`src/hw/rtl/tgb_pkg.sv`:
```
// ---------------------------------------------------------------------------
// tgb_pkg: shared types and constants of the text glyph box renderer
// Glyph font table, register indexes and the job record passed from the
// character front end to the box sequencer.
// ---------------------------------------------------------------------------
package tgb_pkg;

   // configuration register indexes
   localparam int CSR_ADDR_W = 2;
   localparam logic [CSR_ADDR_W-1:0] CSR_FG_COLOR    = 2'd0;
   localparam logic [CSR_ADDR_W-1:0] CSR_BG_COLOR    = 2'd1;
   localparam logic [CSR_ADDR_W-1:0] CSR_PIXEL_SCALE = 2'd2;
   localparam logic [CSR_ADDR_W-1:0] CSR_ROW_OFFSET  = 2'd3;

   // reset values of the configuration registers
   localparam logic [15:0] FG_COLOR_RST    = 16'hFFFF;
   localparam logic [15:0] BG_COLOR_RST    = 16'h0000;
   localparam logic [7:0]  PIXEL_SCALE_RST = 8'd1;
   localparam logic [15:0] ROW_OFFSET_RST  = 16'h0000;

   // glyph geometry
   localparam int GLYPH_COLS = 4;
   localparam int GLYPH_ROWS = 7;
   localparam logic [1:0] LAST_COL = 2'(GLYPH_COLS - 1);
   localparam logic [2:0] LAST_ROW = 3'(GLYPH_ROWS - 1);

   localparam logic [31:0] FALLBACK_GLYPH = 32'h552A552A;

   // A to Z, column 0 in the top byte, bit 6 is the top row
   localparam logic [31:0] LETTER_ROM [26] = '{
      32'h3F48483F, 32'h7F494936, 32'h3E414141, 32'h7F41413E, 32'h7F494941,
      32'hFF484840, 32'h3E414547, 32'h7F08087F, 32'h417F4100, 32'h0641417E,
      32'h7F081463, 32'h7F010101, 32'h7F10207F, 32'h7F300C7F, 32'h3E41413E,
      32'h7F484830, 32'h3E414D3E, 32'h7F484C33, 32'h31494946, 32'h407F4040,
      32'h7F01017F, 32'h700C037C, 32'h7F02047F, 32'h730C0C73, 32'h7209097E,
      32'h63454973
   };

   // 0 to 9
   localparam logic [31:0] NUMERAL_ROM [10] = '{
      32'h3E45493E, 32'h01217F01, 32'h33454931, 32'h41494936, 32'h7808087F,
      32'h71494946, 32'h3E494906, 32'h40474870, 32'h36494936, 32'h3048483F
   };

   // one character handed from the front end to the box sequencer
   typedef struct packed {
      logic [31:0] glyph;
      logic [15:0] col;
      logic [15:0] row;
   } glyph_job_type;

   // font lookup, unknown codes get the checker pattern
   function automatic logic [31:0] glyph_lookup(input logic [7:0] code);
      logic [31:0] g;
      logic [7:0]  ofs;
      g   = FALLBACK_GLYPH;
      ofs = 8'd0;
      case (code)
         8'h20:   g = 32'h00000000;
         8'h28:   g = 32'h081C2241;
         8'h29:   g = 32'h41221C08;
         8'h3A:   g = 32'h00666600;
         8'h2E:   g = 32'h00030300;
         8'h2D:   g = 32'h08080808;
         8'h25:   g = 32'h220C3044;
         8'h2F:   g = 32'h020C3040;
         default: begin
            if (code inside {[8'h30:8'h39]}) begin
               ofs = code - 8'h30;
               g   = NUMERAL_ROM[ofs[3:0]];
            end else if (code inside {[8'h41:8'h5A]}) begin
               ofs = code - 8'h41;
               g   = LETTER_ROM[ofs[4:0]];
            end
         end
      endcase
      return g;
   endfunction

endpackage

```
`src/hw/rtl/tgb_front.sv`:
```
// ---------------------------------------------------------------------------
// tgb_front: character front end
// Accepts characters, keeps the text cursor, looks up the glyph and queues
// one job per character for the box sequencer.
// ---------------------------------------------------------------------------
module tgb_front (
   input  logic                   clock,
   input  logic                   reset,
   // character stream
   input  logic                   req_tvalid,
   output logic                   req_tready,
   input  logic [39:0]            req_tdata,   // char_code, start_x, start_y
   input  logic                   req_tuser,   // new_string
   // current dot size
   input  logic [7:0]             pixel_scale,
   // job queue write side
   output logic                   push_valid,
   input  logic                   push_ready,
   output tgb_pkg::glyph_job_type push_data
);
   import tgb_pkg::*;

   logic [15:0] cursor_col_ff, cursor_col_in;
   logic [15:0] cursor_row_ff, cursor_row_in;
   logic [15:0] sel_col;
   logic [15:0] sel_row;
   logic [15:0] advance;
   logic        accept;

   assign req_tready = push_ready;
   assign accept     = req_tvalid & push_ready;

   // new string reloads the cursor before drawing
   assign sel_col = req_tuser ? req_tdata[23:8]  : cursor_col_ff;
   assign sel_row = req_tuser ? req_tdata[39:24] : cursor_row_ff;

   // cursor steps by six dots
   assign advance = {6'd0, pixel_scale, 2'b00} + {7'd0, pixel_scale, 1'b0};

   assign push_valid      = req_tvalid;
   assign push_data.glyph = glyph_lookup(req_tdata[7:0]);
   assign push_data.col   = sel_col;
   assign push_data.row   = sel_row;

   // cursor next value
   always_comb begin
      cursor_col_in = cursor_col_ff;
      cursor_row_in = cursor_row_ff;
      if (accept) begin
         cursor_col_in = sel_col + advance;
         cursor_row_in = sel_row;
      end
   end

   always_ff @(posedge clock) begin
      if (reset) begin
         cursor_col_ff <= '0;
         cursor_row_ff <= '0;
      end else begin
         cursor_col_ff <= cursor_col_in;
         cursor_row_ff <= cursor_row_in;
      end
   end

endmodule

```
`src/hw/rtl/tgb_queue.sv`:
```
// ---------------------------------------------------------------------------
// tgb_queue: job queue
// Small register queue between the front end and the box sequencer.
// ---------------------------------------------------------------------------
module tgb_queue #(
   parameter int DEPTH = 2
) (
   input  logic                   clock,
   input  logic                   reset,
   input  logic                   push_valid,
   output logic                   push_ready,
   input  tgb_pkg::glyph_job_type push_data,
   output logic                   pop_valid,
   input  logic                   pop_ready,
   output tgb_pkg::glyph_job_type pop_data
);
   import tgb_pkg::*;

   localparam int PTR_W = (DEPTH > 1) ? $clog2(DEPTH) : 1;
   localparam int CNT_W = $clog2(DEPTH + 1);

   glyph_job_type    entries_ff [DEPTH];
   logic [PTR_W-1:0] wr_ptr_ff, wr_ptr_in;
   logic [PTR_W-1:0] rd_ptr_ff, rd_ptr_in;
   logic [CNT_W-1:0] count_ff, count_in;
   logic             do_push;
   logic             do_pop;

   assign push_ready = (count_ff != CNT_W'(DEPTH));
   assign pop_valid  = (count_ff != '0);
   assign pop_data   = entries_ff[rd_ptr_ff];
   assign do_push    = push_valid & push_ready;
   assign do_pop     = pop_valid & pop_ready;

   // pointer and fill count update
   always_comb begin
      wr_ptr_in = wr_ptr_ff;
      rd_ptr_in = rd_ptr_ff;
      count_in  = count_ff;
      if (do_push) begin
         wr_ptr_in = (wr_ptr_ff == PTR_W'(DEPTH - 1)) ? '0 : wr_ptr_ff + 1'b1;
      end
      if (do_pop) begin
         rd_ptr_in = (rd_ptr_ff == PTR_W'(DEPTH - 1)) ? '0 : rd_ptr_ff + 1'b1;
      end
      if (do_push && !do_pop) begin
         count_in = count_ff + 1'b1;
      end else if (do_pop && !do_push) begin
         count_in = count_ff - 1'b1;
      end
   end

   always_ff @(posedge clock) begin
      if (reset) begin
         wr_ptr_ff <= '0;
         rd_ptr_ff <= '0;
         count_ff  <= '0;
      end else begin
         wr_ptr_ff <= wr_ptr_in;
         rd_ptr_ff <= rd_ptr_in;
         count_ff  <= count_in;
      end
   end

   // entry storage
   always_ff @(posedge clock) begin
      if (do_push) begin
         entries_ff[wr_ptr_ff] <= push_data;
      end
   end

endmodule

```
`src/hw/rtl/tgb_back.sv`:
```
// ---------------------------------------------------------------------------
// tgb_back: box sequencer
// Walks the 28 dots of a queued glyph column by column, top row first; emits
// one box window command per cycle via an output register unless rsp stalls.
// ---------------------------------------------------------------------------
module tgb_back (
   input  logic                   clock,
   input  logic                   reset,
   // job queue read side
   input  logic                   pop_valid,
   output logic                   pop_ready,
   input  tgb_pkg::glyph_job_type pop_data,
   // configuration
   input  logic [15:0]            fg_color,
   input  logic [15:0]            bg_color,
   input  logic [7:0]             pixel_scale,
   input  logic [15:0]            row_offset,
   // box stream
   output logic                   rsp_tvalid,
   input  logic                   rsp_tready,
   output logic [79:0]            rsp_tdata,   // col_start, col_end, row_start,
                                               // row_end, fill_color
   output logic                   rsp_tlast    // last_box
);
   import tgb_pkg::*;

   logic        busy_ff, busy_in;
   logic [1:0]  col_ff, col_in;
   logic [2:0]  row_ff, row_in;
   logic [31:0] glyph_ff, glyph_in;
   logic [15:0] c0_ff, c0_in;
   logic [15:0] y0_ff, y0_in;
   logic [15:0] base_ff, base_in;
   logic        out_valid_ff, out_valid_in;
   logic [79:0] out_data_ff;
   logic        out_last_ff;

   logic        step;
   logic        last_dot;
   logic        load_job;
   logic [15:0] scale16;
   logic [15:0] scale_m1;
   logic [15:0] c1;
   logic [15:0] r0;
   logic [15:0] r1;
   logic [4:0]  bit_idx;
   logic        dot_on;
   logic [79:0] box_data;

   assign scale16  = {8'd0, pixel_scale};
   assign scale_m1 = scale16 - 16'd1;

   // one box leaves the sequencer when the output register frees up
   assign step     = busy_ff & (~out_valid_ff | rsp_tready);
   assign last_dot = (col_ff == LAST_COL) & (row_ff == LAST_ROW);
   assign pop_ready = ~busy_ff | (step & last_dot);
   assign load_job  = pop_valid & pop_ready;

   // dot select: column byte from the top, bit 6 is the top row
   assign bit_idx = {~col_ff, 3'(LAST_ROW - row_ff)};
   assign dot_on  = glyph_ff[bit_idx];

   // box geometry, all sums wrap at 16 bits
   assign c1 = c0_ff + scale_m1;
   assign r0 = y0_ff + row_offset;
   assign r1 = y0_ff + scale_m1 + row_offset;

   always_comb begin
      box_data[15:0]  = (c0_ff < c1) ? c0_ff : c1;
      box_data[31:16] = (c0_ff < c1) ? c1 : c0_ff;
      box_data[47:32] = (r0 < r1) ? r0 : r1;
      box_data[63:48] = (r0 < r1) ? r1 : r0;
      box_data[79:64] = dot_on ? fg_color : bg_color;
   end

   // dot walk and job load
   always_comb begin
      busy_in  = busy_ff;
      col_in   = col_ff;
      row_in   = row_ff;
      glyph_in = glyph_ff;
      c0_in    = c0_ff;
      y0_in    = y0_ff;
      base_in  = base_ff;
      if (step) begin
         if (row_ff == LAST_ROW) begin
            row_in = '0;
            col_in = col_ff + 1'b1;
            c0_in  = c0_ff + scale16;
            y0_in  = base_ff;
         end else begin
            row_in = row_ff + 1'b1;
            y0_in  = y0_ff + scale16;
         end
         if (last_dot) begin
            busy_in = 1'b0;
         end
      end
      if (load_job) begin
         busy_in  = 1'b1;
         col_in   = '0;
         row_in   = '0;
         glyph_in = pop_data.glyph;
         c0_in    = pop_data.col;
         y0_in    = pop_data.row;
         base_in  = pop_data.row;
      end
   end

   // output register valid
   always_comb begin
      out_valid_in = out_valid_ff;
      if (step) begin
         out_valid_in = 1'b1;
      end else if (rsp_tready) begin
         out_valid_in = 1'b0;
      end
   end

   always_ff @(posedge clock) begin
      if (reset) begin
         busy_ff      <= 1'b0;
         col_ff       <= '0;
         row_ff       <= '0;
         out_valid_ff <= 1'b0;
      end else begin
         busy_ff      <= busy_in;
         col_ff       <= col_in;
         row_ff       <= row_in;
         out_valid_ff <= out_valid_in;
      end
   end

   // payload registers
   always_ff @(posedge clock) begin
      glyph_ff <= glyph_in;
      c0_ff    <= c0_in;
      y0_ff    <= y0_in;
      base_ff  <= base_in;
      if (step) begin
         out_data_ff <= box_data;
         out_last_ff <= last_dot;
      end
   end

   assign rsp_tvalid = out_valid_ff;
   assign rsp_tdata  = out_data_ff;
   assign rsp_tlast  = out_last_ff;

endmodule

```
`src/hw/rtl/text_glyph_box_renderer.sv`:
```
// ---------------------------------------------------------------------------
// text_glyph_box_renderer: 4x7 bitmap font character generator
// Turns each character into 28 filled-box window commands at a text cursor.
// ---------------------------------------------------------------------------
//  port group  | dir | transfer carries
//  req_*       | in  | tdata: char_code, start_x, start_y; tuser: new_string
//  rsp_*       | out | tdata: col_start, col_end, row_start, row_end,
//              |     |       fill_color; tlast: last_box
//  csr_*       | in  | register write: index and data, no read-back
//
//  A character yields 28 boxes: the box sequencer emits one box per cycle.
//  The front end takes a character per cycle into a job queue of
//  QUEUE_DEPTH entries, so characters queue up while the sequencer works.
//  Stalls on rsp hold the output register and the sequencer; req keeps
//  flowing until the queue fills. Reset is synchronous; no clearing pass.
// ---------------------------------------------------------------------------
module text_glyph_box_renderer #(
   parameter int QUEUE_DEPTH = 2
) (
   input  logic                            clock,
   input  logic                            reset,
   // character stream
   input  logic                            req_tvalid,
   output logic                            req_tready,
   input  logic [39:0]                     req_tdata,  // char_code, start_x, start_y
   input  logic                            req_tuser,  // new_string
   // box stream
   output logic                            rsp_tvalid,
   input  logic                            rsp_tready,
   output logic [79:0]                     rsp_tdata,  // col_start, col_end,
                                                       // row_start, row_end,
                                                       // fill_color
   output logic                            rsp_tlast,  // last_box
   // configuration writes
   input  logic                            csr_wen,
   input  logic [tgb_pkg::CSR_ADDR_W-1:0]  csr_addr,
   input  logic [15:0]                     csr_wdata
);
   import tgb_pkg::*;

   logic [15:0]   fg_color_ff;
   logic [15:0]   bg_color_ff;
   logic [7:0]    pixel_scale_ff;
   logic [15:0]   row_offset_ff;

   logic          push_valid;
   logic          push_ready;
   glyph_job_type push_data;
   logic          pop_valid;
   logic          pop_ready;
   glyph_job_type pop_data;

   // configuration registers
   always_ff @(posedge clock) begin
      if (reset) begin
         fg_color_ff    <= FG_COLOR_RST;
         bg_color_ff    <= BG_COLOR_RST;
         pixel_scale_ff <= PIXEL_SCALE_RST;
         row_offset_ff  <= ROW_OFFSET_RST;
      end else if (csr_wen) begin
         case (csr_addr)
            CSR_FG_COLOR:    fg_color_ff    <= csr_wdata;
            CSR_BG_COLOR:    bg_color_ff    <= csr_wdata;
            CSR_PIXEL_SCALE: pixel_scale_ff <= csr_wdata[7:0];
            CSR_ROW_OFFSET:  row_offset_ff  <= csr_wdata;
            default: ;
         endcase
      end
   end

   // character front end
   tgb_front u_front (
      .clock       (clock),
      .reset       (reset),
      .req_tvalid  (req_tvalid),
      .req_tready  (req_tready),
      .req_tdata   (req_tdata),
      .req_tuser   (req_tuser),
      .pixel_scale (pixel_scale_ff),
      .push_valid  (push_valid),
      .push_ready  (push_ready),
      .push_data   (push_data)
   );

   // job queue
   tgb_queue #(
      .DEPTH (QUEUE_DEPTH)
   ) u_queue (
      .clock      (clock),
      .reset      (reset),
      .push_valid (push_valid),
      .push_ready (push_ready),
      .push_data  (push_data),
      .pop_valid  (pop_valid),
      .pop_ready  (pop_ready),
      .pop_data   (pop_data)
   );

   // box sequencer
   tgb_back u_back (
      .clock       (clock),
      .reset       (reset),
      .pop_valid   (pop_valid),
      .pop_ready   (pop_ready),
      .pop_data    (pop_data),
      .fg_color    (fg_color_ff),
      .bg_color    (bg_color_ff),
      .pixel_scale (pixel_scale_ff),
      .row_offset  (row_offset_ff),
      .rsp_tvalid  (rsp_tvalid),
      .rsp_tready  (rsp_tready),
      .rsp_tdata   (rsp_tdata),
      .rsp_tlast   (rsp_tlast)
   );

endmodule
```
`config.mk`:
```
export PLATFORM = sky130hd
export DESIGN_NAME = text_glyph_box_renderer
export DESIGN_NICKNAME = d
export VERILOG_FILES = /design/src/hw/rtl/tgb_pkg.sv /design/src/hw/rtl/tgb_front.sv /design/src/hw/rtl/tgb_queue.sv /design/src/hw/rtl/tgb_back.sv /design/src/hw/rtl/text_glyph_box_renderer.sv
export SDC_FILE = /design/constraint.sdc
export NUM_CORES = 1
export LEC_CHECK = 0
export ABC_AREA = 0
export BUFFER_PORTS_ARGS = -buffer_cell sky130_fd_sc_hd__buf_2
export CAP_MARGIN = 40
export CORE_MARGIN = 4
export CORE_UTILIZATION = 45
export CTS_BUF_LIST = sky130_fd_sc_hd__clkbuf_8
export DETAILED_ROUTE_END_ITERATION = 6
export PLACE_DENSITY_LB_ADDON = 0.25
export SYNTH_ARGS = -nofsm -noshare
export SYNTH_HDL_FRONTEND = slang
export SYNTH_HIERARCHICAL = 1
export SYNTH_SLANG_ARGS = --single-unit
```
`constraint.sdc`:
```
create_clock -name clock -period 7.3 [get_ports clock]
set_input_delay 0.73 -clock clock [delete_from_list [all_inputs] [get_ports clock]]
set_output_delay 0.73 -clock clock [all_outputs]
set_load 0.05 [all_outputs]
```
* Yosys cells after proc, flatten, opt, wreduce, memory -nomap -nowiden *
Memories as Yosys holds them, arrays and structs flattened. A register that Yosys moved wholly into a read port is not among the register bits.
Index checks and enable logic that the tools add are counted.

word-level totals
  memories = 3
  word-level logic and storage cells = 132
  RAM bits = 128
  bits of input ports = 64
  output and inout port bits = 83
  memory bits (read-only) = 1536
  flip-flop bits (word level) = 260

cells by class
  reductions and logical operators = 21
  bitwise gates (word level) = 12
  order comparisons = 9
  $add $sub $neg = 18
  eq/ne operators = 14
  muxes and demuxes = 36

memory list
  name                depth  width  read ports  clocked after memory_dff  wr ports  line             source
  (no name shown)     32     32     1           0                         0         tgb_pkg.sv:73    g = LETTER_ROM[ofs[4:0]];
  (no name shown)     16     32     1           0                         0         tgb_pkg.sv:70    g = NUMERAL_ROM[ofs[3:0]];
  u_queue.entries_ff  2      64     1           1                         1         tgb_queue.sv:22  glyph_job_type entries_ff [DEPTH];

operators by type and width
  operator             number
  $pmux 32 s8          1
  $mux 16              13
  $mux 32              6
  $add 16x16->16       5
  $eq 8x6->1 const B   8
  $add 16x8->16        2
  $lt 16x16->1         2
  $reduce_and 2->1     7
  $mux 1               12
  $reduce_bool 2->1    6
  $add 10x9->11        1
  $sub 8x1->9 const B  1
  $ge 8x6->1 const B   1
  $ge 8x7->1 const B   1
  $le 8x6->1 const B   1
  $le 8x7->1 const B   1
  $eq 2x2->1 const B   3
  $ge 6x6->1 const B   1
  $lt 5x6->1 const B   1
  $not 5->6            1
  $and 1x1->1          5
  $bmux 1 s5           1
  $ge 5x5->1 const B   1
  $not 4->5            1
  other kinds (19)     28

* Longest topological paths before layout *
Gate-level depths: netlist (run 1).

  depth in word-level cells = 9
  depth in mapped cells = 24
  gate-level depth less buffers = 22

* Hierarchy *
Netlist (run 1), hierarchy kept.

modules (own cells, without submodules)
  module                   area an instance (um^2)  cells an instance  times used  sequential area each (um^2)
  tgb_back                 11249.5                  1037               1           4974.8
  tgb_queue                4837.1                   223                1           3943.8
  tgb_front                4354.2                   624                1           640.6
  text_glyph_box_renderer  2284.7                   219                1           1121.1

* Least setup slack after synthesis (run 1) *
Ideal clock, no wire load.

  path kind = reg-to-reg
  from = register pixel_scale_ff[0]
  to = register u_back.out_data_ff[32], in the netlist u_back/rsp_tdata[32], data pin
  arrival = 5664 ps
  slack = 1377 ps
  data required time = 7040 ps
  stages on the path, launching flop included = 21
  clock period less this slack = 5923 ps
  setup time = 260 ps
  buffers on the path = 2
  cells stage by stage = dfxtp_1 > inv_1 > ha_1 > nor3b_1 > nand2_1 > nor3_1 > inv_1 > fa_1 > inv_1 > ha_1 > or4_1 > o21ai_0 > o21ai_0 > xnor2_1 > ha_1 > and4_1 > a21oi_1 > and3_1 > clkbuf_1 > clkbuf_1 > mux2_2

between the ends
  cells in the longest elaborated chain, start to end = 5

RTL lines
  what                           line                           source
  start: declaration             text_glyph_box_renderer.sv:43  logic [7:0] pixel_scale_ff;
  start signal: assignment       text_glyph_box_renderer.sv:64  CSR_PIXEL_SCALE: pixel_scale_ff <= csr_wdata[7:0];
  $sub 8x1->9 *                  tgb_back.sv:51                 assign scale_m1 = scale16 - 16'd1;
  $add 16x16->16 * (2 in a row)  tgb_back.sv:66                 assign r1 = y0_ff + scale_m1 + row_offset;
  $lt 16x16->1                   tgb_back.sv:71                 box_data[47:32] = (r0 < r1) ? r0 : r1;
  $mux 16 *                      tgb_back.sv:71
  named net u_back.box_data[32]  tgb_back.sv:48                 logic [79:0] box_data;
  end signal: assignment         tgb_back.sv:141                out_data_ff <= box_data;
  end: declaration               tgb_back.sv:35                 logic [79:0] out_data_ff;

The timed path passes the listed nets; every way through them passes the cells marked *.
A chain may end at the register's enable or synchronous reset.

* Worst setup path after layout (run 1) *
  from = register pixel_scale_ff[0]
  to = register u_back.out_data_ff[33], in the netlist u_back/rsp_tdata[33], data pin

Same word-level chain as after synthesis.

==> results.txt, run 1 <==
The clock net sink count came out at 389. The Yosys warning count came out at 6. The met1 usage came out at 30.6%. The arrival time of the worst setup path is ~6.4 ns.

The area of the mapped netlist is 22700 µm². The time the worst path needs with I/O delays and setup is 5.95 ns. The global routing usage on met3 is roughly 3.6%. The boundary pin count came out at approximately 150.

The clock tree synthesis step divided the H-tree into 3 levels. TritonCTS built the clock tree. The overall power is 10.6 mW. No sink is reached through more buffers than the 3 on the longest clock path. After legalization and detailed placement, the total HPWL measured approximately 41000 µm. Once detail routing completed, the nets flagged for antenna violations numbered 0.

In this run the worst hold path is classified as in2reg. The global routing usage summed across all routing layers is 21.0%. In this run, synthesis inferred 289 flip-flops with an integrated enable. STA classifies the critical path startpoint as a register.

The core region area is 50100 µm². The max-slew violation count came out at 0. The leakage power came out at between 10 and 15 nW. The setup violation total in the final timing report is 0. The number of input and output port buffers inserted is roughly 150. The number of detailed-routing iterations run before antenna repair is 7.

The largest driver fanout on the critical path came out at 13. The post-cts sizing count came out at 0. The number of hold buffers added after CTS was 0.

The overall via count from detail_route is 16477. The number of hold violations in the final report is 0. The global-route wire length before repair is approximately 90000 µm. The total die area came out at 54200 µm².

The largest register by flop count is u_queue/entries_ff. The number of rows created at floorplan came out at 82. Clock-pin slew was measured on the worst setup and hold paths at 0.06 ns.

The highest clock frequency the design can meet came out at 0.168 GHz. The die is 233 µm tall. The total wire length after detailed routing came out at 56900 µm. The type of the worst setup path is reg2reg. The synthesized design spends more area on one cell type than any other, namely sky130_fd_sc_hd__edfxtp_1.

The detailed-route vias per instance came out at roughly 5.5. The largest net degree at the start of global routing is between 70 and 80. Setup repair after global routing left no endpoint under its margin. The cell count after synthesis came out at 2103. In the synthesized netlist the async set-or-reset flop fraction comes to 0%.

The register bit count reported by yosys came out at 389. The register with the most flip-flops in the layout has between 100 and 150 of them. Buffers added to address setup during post-CTS repair amount to 0.

The final standard cell utilization of the core came out at 50.6%. IR analysis of the VDD net gives a maximum drop of 0.259 mV. The clock skew after layout came out at about 0.037 ns. Relative to the synthesized area, the layout overhead comes to 11.6%. The tool flagged a number of max-cap violations equal to 0.

The most used flip-flop cell after synthesis is sky130_fd_sc_hd__edfxtp_1. In this run the mean area of a mapped cell was 10.8 µm². The commonest non-fill, non-tap cell in the layout is sky130_fd_sc_hd__edfxtp_1. The met2 track demand over resource in global routing is 32.2%. For the pin with the worst max-slew slack, the measured transition is 0.908 ns. The sequential share of the synthesized area is between 40% and 50%. The worst max-slew margin expressed relative to the limit is between 30% and 40%. The number of DRC markers after the initial detailed-route iteration came out at between 1000 and 1500.

The count of cells in the finished layout, fillers not included, comes to 2977. Leaving out fill and tap cells, the most frequent cells in the layout are sky130_fd_sc_hd__edfxtp_1, sky130_fd_sc_hd__nor2_1, sky130_fd_sc_hd__inv_1. At the worst endpoint, the required time is 7.70 ns. The initial antenna violation count came to 0. The fraction of final layout cells with drive strength greater than 1 came out at 19.6%.

The leftover overflow at the end of global routing came out at 0. The total clock buffers created by CTS came out at 69. The sum of negative setup slack is 0 ns.

The chip width came out at 233 µm. CTS placed an instance of sky130_fd_sc_hd__clkbuf_8 at the clock tree root. The number of global-route vias before repair was around 16000. The effective utilization at floorplan is 45.4%. The count of distinct cell types in the synthesized netlist is 81. The smallest setup slack after layout came out at 1.35 ns.

The clock latency reported for the late side of the worst-skew pair is 0.66 ns. By area the synthesized netlist is led by sky130_fd_sc_hd__edfxtp_1, sky130_fd_sc_hd__dfxtp_1, sky130_fd_sc_hd__mux2_2. The final net count is ~2500. STA classifies the critical path endpoint as a register. Before CTS, the worst setup slack after placement is 1.40 ns. The power density of the placed cells is 417 nW/µm². In the routed design, unresolved DRC markers number 0. The share of synthesized area in the top cell type comes to 38.2%. The layer flagged by global routing as most heavily used is met2. The final critical path takes up 81.5% of the cycle.

The global placer's final weighted congestion is approximately 0.91. The number of placed instances, taps included, is 2849. In the final routed layout, each cell accounts on average for 19.1 µm.

The run finished with clean final reports.
## routing by layer
| layer | vias to the layer above | share of wire, % | wire length, µm |
|---|---|---|---|
| li1 | 7927 | - | - |
| met1 | 7987 | 47 | 26900 |
| met2 | 471 | 45 | 25500 |
| met3 | 92 | 5.7 | 3260 |
| met4 | 0 | 2.2 | 1260 |
| met5 | - | 0 | 0 |
## cell type report
cell class	instances	area (µm²)
sequential	389	10700
clock buffer	74	1020
fill	4587	24700
clock inverter	53	300
multi-input combinational	1477	11000
tap	672	841
inverter	135	509
timing repair buffer	176	1000
antenna	1	2.50
## where the power goes
part           internal [mW]  total [mW]  switching [mW]
Clock                  0.989        1.91           0.920
Combinational           1.84        4.95            3.11
Sequential              3.34        3.70           0.366
## through the flow
stage          hold slack (ns)  instance area [µm²]
6_report                 0.379                25400
5_1_grt                  0.358                25400
4_1_cts                  0.321                25400
3_5_place_dp             0.448                24000
3_3_place_gp             0.437                23900
2_1_floorplan            0.421                22700
## critical path: stages (launching register included)
cell	delay, ns
sky130_fd_sc_hd__dfxtp_1	0.40
sky130_fd_sc_hd__inv_1	0.20
sky130_fd_sc_hd__ha_1	0.21
sky130_fd_sc_hd__nor3b_1	0.34
sky130_fd_sc_hd__nand2_1	0.14
sky130_fd_sc_hd__nor3_1	0.16
sky130_fd_sc_hd__buf_4	0.23
sky130_fd_sc_hd__inv_1	0.20
sky130_fd_sc_hd__fa_1	0.52
sky130_fd_sc_hd__inv_1	0.04
sky130_fd_sc_hd__ha_1	0.35
sky130_fd_sc_hd__a21o_1	0.20
sky130_fd_sc_hd__a21oi_1	0.13
sky130_fd_sc_hd__o21ai_0	0.20
sky130_fd_sc_hd__o31ai_1	0.39
sky130_fd_sc_hd__xor2_1	0.30
sky130_fd_sc_hd__ha_1	0.28
sky130_fd_sc_hd__and4_1	0.17
sky130_fd_sc_hd__a21oi_1	0.14
sky130_fd_sc_hd__and3_1	0.52
sky130_fd_sc_hd__buf_8	0.23
sky130_fd_sc_hd__mux2_2	0.35
## worst paths after layout
path                            startpoint                       end  slack (ns)  cells after the start
setup / recovery         pixel_scale_ff[0]      u_back/rsp_tdata[33]        1.35                     21
hold / removal                csr_wdata[3]            fg_color_ff[3]        0.38                      3
setup reg to reg         pixel_scale_ff[0]      u_back/rsp_tdata[33]        1.35                     21
hold reg to reg   u_front/cursor_col_ff[4]  u_front/cursor_col_ff[4]        0.45                      2
## cell usage after synthesis (5+ instances only)
cell / n
sky130_fd_sc_hd__a211oi_1: 23
sky130_fd_sc_hd__a21o_1: 19
sky130_fd_sc_hd__a21oi_1: 127
sky130_fd_sc_hd__a22oi_1: 5
sky130_fd_sc_hd__a311oi_1: 5
sky130_fd_sc_hd__a31o_2: 5
sky130_fd_sc_hd__a31oi_1: 21
sky130_fd_sc_hd__and2_1: 9
sky130_fd_sc_hd__and3_1: 24
sky130_fd_sc_hd__buf_1: 9
sky130_fd_sc_hd__buf_2: 33
sky130_fd_sc_hd__buf_4: 16
sky130_fd_sc_hd__buf_6: 8
sky130_fd_sc_hd__clkbuf_1: 37
sky130_fd_sc_hd__dfxtp_1: 100
sky130_fd_sc_hd__edfxtp_1: 289
sky130_fd_sc_hd__fa_1: 28
sky130_fd_sc_hd__ha_1: 120
sky130_fd_sc_hd__inv_1: 134
sky130_fd_sc_hd__mux2_1: 10
sky130_fd_sc_hd__mux2_2: 137
sky130_fd_sc_hd__mux2i_1: 86
sky130_fd_sc_hd__mux4_2: 10
sky130_fd_sc_hd__nand2_1: 121
sky130_fd_sc_hd__nand2b_1: 76
sky130_fd_sc_hd__nand3_1: 39
sky130_fd_sc_hd__nor2_1: 174
sky130_fd_sc_hd__nor2b_1: 23
sky130_fd_sc_hd__nor3_1: 57
sky130_fd_sc_hd__nor3b_1: 5
sky130_fd_sc_hd__o211ai_1: 11
sky130_fd_sc_hd__o21a_1: 15
sky130_fd_sc_hd__o21ai_0: 128
sky130_fd_sc_hd__o21bai_1: 7
sky130_fd_sc_hd__or2_2: 6
sky130_fd_sc_hd__or3_1: 12
sky130_fd_sc_hd__xnor2_1: 46
sky130_fd_sc_hd__xor2_1: 31
## logic make-up after synthesis
group                    synth area share [%]
XOR/XNOR                                 3.04
AND/OR/NAND/NOR                          12.3
multiplexers                             12.2
other                                  0.0165
flip-flops                               47.0
buffers and inverters                    4.73
adder cells (fa/ha/maj)                  9.07
AO/OA/AOI/OAI                            11.7
Note: power is estimated with default switching activity, not from simulation.
==> inputs of run 2 (changes only) <==
==> constraint.sdc (replaced) <==
create_clock -name clock -period 6 [get_ports clock]
set_input_delay 0.6 -clock clock [delete_from_list [all_inputs] [get_ports clock]]
set_output_delay 0.6 -clock clock [all_outputs]
set_load 0.05 [all_outputs]
==> results.txt, run 2 (synthesis gave the netlist of run 1 again) <==
The part of the total power dissipated in the clock network is 19.2% (+1.1 points). The number of flip-flops under the largest register name is 128 (unchanged). The clock skew after layout is 0.0453 ns (+0.00860 ns).

In this run the worst hold path is classified as in2reg. The overall via count from detail_route came out at 16397 (-0.49%). The met1 usage came to 29.5% (-1.1 points). The core region area came to 50100 µm² (unchanged).

The number of input and output port buffers inserted came out at 146 (unchanged). The number of hold violations in the final report came out at 0 (unchanged). The max-cap check violation count is 0 (unchanged).

The clock latency reported for the late side of the worst-skew pair is 0.66 ns (about the same). The number of levels the H-tree was split into came out at 3 (unchanged). The average detailed-routed wire length per instance is 18.8 µm (-1.6%). The cell area after layout is 25600 µm² (+0.92%). The number of global-route vias before repair came out at 15899 (-1.6%). The cell chosen for the clock root is sky130_fd_sc_hd__clkbuf_8. The max-slew violation count is 0 (unchanged). The final standard cell utilization of the core is 51.1% (+0.47 points). The setup path with the least slack is of type reg2reg. The number of detailed-routing iterations run before antenna repair is 6 (-1).

The library cell used most frequently in the layout, excluding fill and tap cells, is sky130_fd_sc_hd__edfxtp_1. The sum of negative setup slack is 0 ns (unchanged). The largest voltage drop on the vdd net came to 0.332 mV (+28%).

The global routing usage on met3 came out at 3.51% (-0.13 points). The cell area after placement is 24200 µm² (+0.58%). The global-route wire length before repair is 87300 µm (-3.1%). The number of rows created at floorplan is 82 (unchanged). The number of DRC markers after the initial detailed-route iteration came to 1345 (+1.4%).

The worst path required time came to 6.39 ns (-1.31 ns). The largest net degree at the start of global routing came to 75 (-2.6%). The residual DRC count is 0 (unchanged). The clock tree from TritonCTS is built. The time the worst path needs with I/O delays and setup came out at 5.53 ns (-0.422 ns).

The startpoint type of the worst setup path is a register. The final critical-path share of the clock period is 92.1% (+11 points). The sequential fraction of design power is 34.2% (-0.8 points). The layer flagged by global routing as most heavily used is met2. The overall die height came to 233 µm (unchanged). The global routing usage summed across all routing layers came to 20.3% (-0.62 points). The detailed-route vias per instance came to 5.49 (-0.75%).

The residual antenna-violating net count after detailed routing is 0 (unchanged). The largest driver fanout on the critical path is 13 (unchanged). The final net count came out at 2472 (+0.49%). The number of hold buffers added after CTS came out at 0 (unchanged). The cell count of the worst reg-to-reg path came to 19 (-9.5%). The leftover overflow at the end of global routing is 0 (unchanged). The top cell types in the final layout, fill and taps aside, are sky130_fd_sc_hd__edfxtp_1, sky130_fd_sc_hd__nor2_1, sky130_fd_sc_hd__inv_1. The net switching power is 5.34 mW (+22%). The total wire length after detailed routing was 56200 µm (-1.3%).

The register clock-pin slew on the reported worst setup and hold paths came out at 0.06 ns (about the same). The estimated wirelength of the detail-placed design came to 40300 µm (-1.2%). The global placer's final weighted congestion is 0.899 (-1.1%). The leakage power is 10.3 nW (+1.0%). The boundary pin count is 147 (unchanged). Setup repair after global routing left no endpoint under its margin.

The setup violation total in the final timing report came to 0 (unchanged). The clock net sink count is 389 (unchanged). The effective utilization at floorplan is 45.4% (unchanged). The proportion of total power due to net switching is 41.0% (-0.62 points). The worst max-slew margin expressed relative to the limit is 40.5% (+1.1 points).

The met2 track demand over resource in global routing came out at 30.7% (-1.4 points). The register with the most flip-flops in the final layout is u_queue/entries_ff. The arrival time of the worst setup path came out at 5.92 ns (-0.43 ns). The initial antenna violation count is 0 (unchanged). The chip width came out at 233 µm (unchanged). The growth of design area from synthesis to finish is 12.6%. The cell depth of the worst hold path is 3 (unchanged). The highest clock frequency the design can meet was 0.181 GHz (+7.6%). The total die area came out at 54200 µm² (unchanged). The total clock buffers created by CTS is 70 (+1.4%). The part of the power in combinational logic was 46.6% (-0.3 points). The element type at the critical path end is a register. The internal power consumption is 7.69 mW (+25%). The fraction of final layout cells with drive strength greater than 1 came to 20.1% (+0.45 points). The power density of the placed cells is 509 nW/µm² (+22%). The post-CTS repair timing setup buffer count came out at 0 (unchanged). The number of buffers on the longest clock path is 3 (unchanged). The run finished with clean final reports.

The transition time of the tightest slew-check pin came out at 0.889 ns (-0.0192 ns).
-- run 2: changes by cell type in the layout (fill, tap and decap cells not counted), sizes merged --
cell,previous run,this run
clkinv,23,20
clkbuf,74,76
clkinvlp,2,0
inv,162,159
buf,176,187
bufinv,1,4
-- run 2: power by group through the flow --
stage               clock network [mW]  logic [mW]  registers [mW]
finish                            2.50        6.07            4.46
global route                      2.70        6.64            4.54
CTS                               2.59        6.09            4.47
detailed placement                   0        6.05            4.52
global placement                     0        5.88            4.50
floorplan                            0        3.72            5.34
-- run 2: path summary, 6_finish.rpt --
kind	startpoint	to	slack, ns
setup / recovery	pixel_scale_ff[1]	u_back/rsp_tdata[40]	0.47
hold / removal	csr_wdata[10]	fg_color_ff[10]	0.24
hold reg to reg	u_front/cursor_col_ff[7]	u_front/cursor_col_ff[7]	0.45
setup reg to reg	pixel_scale_ff[1]	u_back/rsp_tdata[40]	0.47
-- run 2: repair_timing --
action                                 CTS  global route
endpoints found under the hold margin    0             0
setup endpoints to repair                0             2
resized for setup                        0             1
-- run 2: area by class of cell --
| class | count | area, µm² |
|---|---|---|
| clock inverter | 48 | 367 |
| fill | 4587 | 24500 |
| sequential | 389 | 10700 |
| tap | 672 | 841 |
| inverter | 135 | 509 |
| antenna | 1 | 2.50 |
| multi-input combinational | 1477 | 11000 |
| timing repair buffer | 187 | 1140 |
| clock buffer | 76 | 1050 |
-- run 2: per-stage QoR --
step | cells | hold slack [ns] | setup slack [ns] | power, mW
5_1_grt | 2984 | 0.224 | 0.109 | 13.9
3_3_place_gp | 2852 | 0.437 | 0.431 | 10.4
2_1_floorplan | 2105 | 0.421 | 0.0766 | 9.05
3_5_place_dp | 2860 | 0.444 | 0.347 | 10.6
4_1_cts | 2984 | 0.175 | 0.322 | 13.1
6_report | 2985 | 0.240 | 0.473 | 13.0
-- run 2: worst max-delay path, stage by stage, from the launching register on --
cell and delay [ns]:
sky130_fd_sc_hd__dfxtp_1 0.31, sky130_fd_sc_hd__inv_1 0.14, sky130_fd_sc_hd__ha_1 0.21, sky130_fd_sc_hd__nor3b_1 0.36, sky130_fd_sc_hd__nand2_1 0.16, sky130_fd_sc_hd__nor3_1 0.23, sky130_fd_sc_hd__inv_1 0.23, sky130_fd_sc_hd__fa_1 0.53
sky130_fd_sc_hd__inv_1 0.04, sky130_fd_sc_hd__ha_1 0.22, sky130_fd_sc_hd__or4_1 0.53, sky130_fd_sc_hd__o21ai_0 0.31, sky130_fd_sc_hd__o21ai_0 0.18, sky130_fd_sc_hd__xnor2_1 0.27, sky130_fd_sc_hd__ha_1 0.30, sky130_fd_sc_hd__and4_1 0.20
sky130_fd_sc_hd__a21oi_1 0.14, sky130_fd_sc_hd__and3_2 0.31, sky130_fd_sc_hd__buf_4 0.25, sky130_fd_sc_hd__mux2_2 0.36
-- run 2: routing by layer --
layer | vias to the layer above | part of all wire, %
met3 | 108 | 5.6
met5 | - | 0
met4 | 0 | 2.7
met1 | 7846 | 48
li1 | 7941 | -
met2 | 502 | 44
==> inputs of run 3 (changes only) <==
==> constraint.sdc (replaced) <==
create_clock -name clock -period 5.35 [get_ports clock]
set_input_delay 0.535 -clock clock [delete_from_list [all_inputs] [get_ports clock]]
set_output_delay 0.535 -clock clock [all_outputs]
set_load 0.05 [all_outputs]
==> results.txt, run 3 (synthesis gave the netlist of run 1 again) <==
The run finished with clean final reports. The time the worst path needs with I/O delays and setup came out at 4.95 ns (-0.582 ns). The net switching power is 6.04 mW (+13%). The clock net sink count is 389 (unchanged). The worst setup path is launched from a register.

The internal power consumption came out at 8.73 mW (+13%). The sequential fraction of design power is 34.0% (-0.2 points). The type of the worst setup path is reg2reg. The largest voltage drop on the vdd net came to 0.386 mV (+16%).

The total die area is 54200 µm² (unchanged). The cell area after placement is 24200 µm² (+0.11%). The register clock-pin slew on the reported worst setup and hold paths is 0.06 ns (about the same). The total clock buffers created by CTS came out at 70 (unchanged).

The part of the power in combinational logic is 46.9% (+0.3 points). The max-slew violation count came to 0 (unchanged). Leaving out fill and tap cells, the most frequent cell in the layout is sky130_fd_sc_hd__edfxtp_1. The number of detailed-routing iterations run before antenna repair is 6 (unchanged). The fraction of final layout cells with drive strength greater than 1 is 20.8% (+0.70 points). The estimated wirelength of the detail-placed design is 41400 µm (+2.7%). The number of hold buffers added after CTS is 0 (unchanged). The core region area came out at 50100 µm² (unchanged). The global-route wire length before repair was 89400 µm (+2.3%). The number of hold violations in the final report came out at 0 (unchanged). The number of levels the H-tree was split into came out at 3 (unchanged). The boundary pin count is 147 (unchanged). The residual antenna-violating net count after detailed routing is 0 (unchanged). The number of DRC markers after the initial detailed-route iteration is 1307 (-2.8%). The area growth from synthesis to layout is 13.1%.

The detailed-route vias per instance is 5.54 (+0.87%). On the critical path, the stage with the largest delay is an instance of sky130_fd_sc_hd__fa_1. The cell family contributing the most delay on the critical path is compound AO/OA/AOI/OAI gates. The global routing usage summed across all routing layers is 20.8% (+0.50 points). The worst slack on hold paths is 0.188 ns (-0.0518 ns).

The overall power is 14.8 mW (+13%). The setup violation total in the final timing report came out at 0 (unchanged). Counting flops per register, the top entry is u_queue/entries_ff. The largest driver fanout on the critical path came out at 16 (+3). The proportion of total power due to net switching is 40.9% (-0.088 points). The wire length on met1 came out at 26700 µm (-0.13%). The transition time of the tightest slew-check pin is 0.859 ns (-0.0295 ns).

The highest clock frequency the design can meet came out at 0.202 GHz (+12%). The chip width is 233 µm (unchanged). The highest layer touched by signal routing is met4. The sum of negative setup slack was 0 ns (unchanged). The number of input and output port buffers inserted is 146 (unchanged).

The final critical-path share of the clock period came out at 92.4% (+0.32 points). The largest net degree at the start of global routing came to 99 (+32%). The number of global-route vias before repair came out at 16190 (+1.8%). The post-CTS repair timing setup buffer count is 0 (unchanged). The overall via count from detail_route came out at 16618 (+1.3%). The final standard cell utilization of the core came to 51.3% (+0.21 points). The final net count is 2480 (+0.32%). The part of the total power dissipated in the clock network was 19.1% (about the same). The clock latency reported for the late side of the worst-skew pair came out at 0.66 ns (about the same). The power density of the placed cells is 575 nW/µm² (+13%). Setup repair after global routing left no endpoint under its margin.

The combined buffer and inverter count along the critical path came out at 4 (unchanged). The library cells used most frequently in the layout, excluding fill and tap cells, are sky130_fd_sc_hd__edfxtp_1, sky130_fd_sc_hd__nor2_1, sky130_fd_sc_hd__inv_1. The post-cts sizing count came to 0 (unchanged). The path class of the tightest hold or removal check is in2reg. The average detailed-routed wire length per instance came out at 19.1 µm (+1.6%). The largest stage delay on the critical path was 0.49 ns (-0.04 ns). The worst path required time came to 5.72 ns (-0.67 ns). The worst max-slew margin expressed relative to the limit came out at 42.7% (+2.2 points). The cell area after layout is 25700 µm² (+0.41%). TritonCTS built the clock tree. The number of inserted filler cells in the final layout came to 4537 (-1.1%). The effective utilization at floorplan came out at 45.4% (unchanged). The met2 routed wirelength came out at 25900 µm (+4.8%). The residual DRC count is 0 (unchanged). The tree is rooted in a sky130_fd_sc_hd__clkbuf_8. The detailed route wirelength on metal3 came to 3400 µm (+8.8%). The number of buffers on the longest clock path is 3 (unchanged).

STA classifies the critical path endpoint as a register. The leftover overflow at the end of global routing came to 0 (unchanged). The clock skew after layout was 0.0340 ns (-0.0112 ns). The max-cap check violation count is 0 (unchanged). The leakage power was 10.4 nW (+0.77%). The arrival time of the worst setup path came to 5.32 ns (-0.60 ns). The number of rows created at floorplan is 82 (unchanged). The overall die height is 233 µm (unchanged). The global placer's final weighted congestion came out at 0.937 (+4.3%).

The critical path goes through buf_4, nor3_4, xor2_1, inv_1, fa_1, inv_1, ha_1, nor2b_1, o31a_1, o311a_1, o21ai_1, o21ai_0, xnor2_1, ha_1, and4_1, a21oi_1, and3_2, buf_12, mux2_2. The number of flip-flops under the largest register name came out at 128 (unchanged). The total wire length after detailed routing is 57300 µm (+2.1%).

The initial antenna violation count is 0 (unchanged).
[run 3: changes by cell type in the layout (fill, tap and decap cells not counted), moves of 2 or more]
cell and delta:
sky130_fd_sc_hd__o21ai_0 -4, sky130_fd_sc_hd__o21ai_1 +4, sky130_fd_sc_hd__clkinv_2 +5, sky130_fd_sc_hd__inv_8 -2, sky130_fd_sc_hd__nor3_4 +2, sky130_fd_sc_hd__clkbuf_8 +4, sky130_fd_sc_hd__nor3_1 -2, sky130_fd_sc_hd__buf_4 +8
sky130_fd_sc_hd__inv_1 +5, sky130_fd_sc_hd__clkinv_1 -7, sky130_fd_sc_hd__buf_12 +3, sky130_fd_sc_hd__buf_16 -3
[run 3: final timing paths]
check | startpoint | to | slack [ns] | cells after the start
worst max-delay path | pixel_scale_ff[1] | u_back/rsp_tdata[42] | 0.40 | 19
worst min-delay path | csr_wdata[1] | fg_color_ff[1] | 0.19 | 3
worst max register to register | pixel_scale_ff[1] | u_back/rsp_tdata[42] | 0.40 | 19
worst min register to register | u_front/cursor_col_ff[7] | u_front/cursor_col_ff[7] | 0.45 | 2
[run 3: power by group through the flow]
stage / clock network [mW] / registers (mW) / logic [mW]
finish: 2.83 / 5.01 / 6.92
global route: 3.07 / 5.09 / 7.58
CTS: 2.92 / 5.02 / 6.85
detailed placement: 0 / 5.08 / 6.81
global placement: 0 / 5.05 / 6.61
floorplan: 0 / 5.99 / 4.17
[run 3: final cells by class]
| cell class | count | area [µm²] | area share, % |
|---|---|---|---|
| diodes | 1 | 2.50 | 0.00974 |
| clock buffers | 80 | 1100 | 4.29 |
| clock inverters | 50 | 340 | 1.32 |
| inverters | 135 | 509 | 1.98 |
| multi-input cells | 1477 | 11000 | 42.9 |
| flip-flops and latches | 389 | 10700 | 41.6 |
| well taps | 672 | 841 | 3.27 |
| repair buffers | 195 | 1180 | 4.61 |
[run 3: worst reg2reg max path: stages (launching register included)]
cell                      delay (ns)
sky130_fd_sc_hd__dfxtp_1        0.31
sky130_fd_sc_hd__buf_4          0.17
sky130_fd_sc_hd__nor3_4         0.20
sky130_fd_sc_hd__xor2_1         0.22
sky130_fd_sc_hd__inv_1          0.08
sky130_fd_sc_hd__fa_1           0.49
sky130_fd_sc_hd__inv_1          0.05
sky130_fd_sc_hd__ha_1           0.34
sky130_fd_sc_hd__nor2b_1        0.17
sky130_fd_sc_hd__o31a_1         0.27
sky130_fd_sc_hd__o311a_1        0.35
sky130_fd_sc_hd__o21ai_1        0.24
sky130_fd_sc_hd__o21ai_0        0.15
sky130_fd_sc_hd__xnor2_1        0.23
sky130_fd_sc_hd__ha_1           0.29
sky130_fd_sc_hd__and4_1         0.20
sky130_fd_sc_hd__a21oi_1        0.14
sky130_fd_sc_hd__and3_2         0.25
sky130_fd_sc_hd__buf_12         0.16
sky130_fd_sc_hd__mux2_2         0.35
[run 3: per-stage QoR]
stage | worst slack (ns) | instances
3_3_place_gp | 0.251 | 2860
6_report | 0.404 | 2999
5_1_grt | 0.0553 | 2998
3_5_place_dp | 0.0872 | 2867
2_1_floorplan | 0.0325 | 2105
4_1_cts | 0.0548 | 2997
[run 3: layer usage]
layer / GRT usage [%] / vias to the layer above
li1: - / 7975
met1: 30.0 / 7963
met2: 32.2 / 587
met3: 3.59 / 93
met4: 6.63 / 0
met5: 0 / -
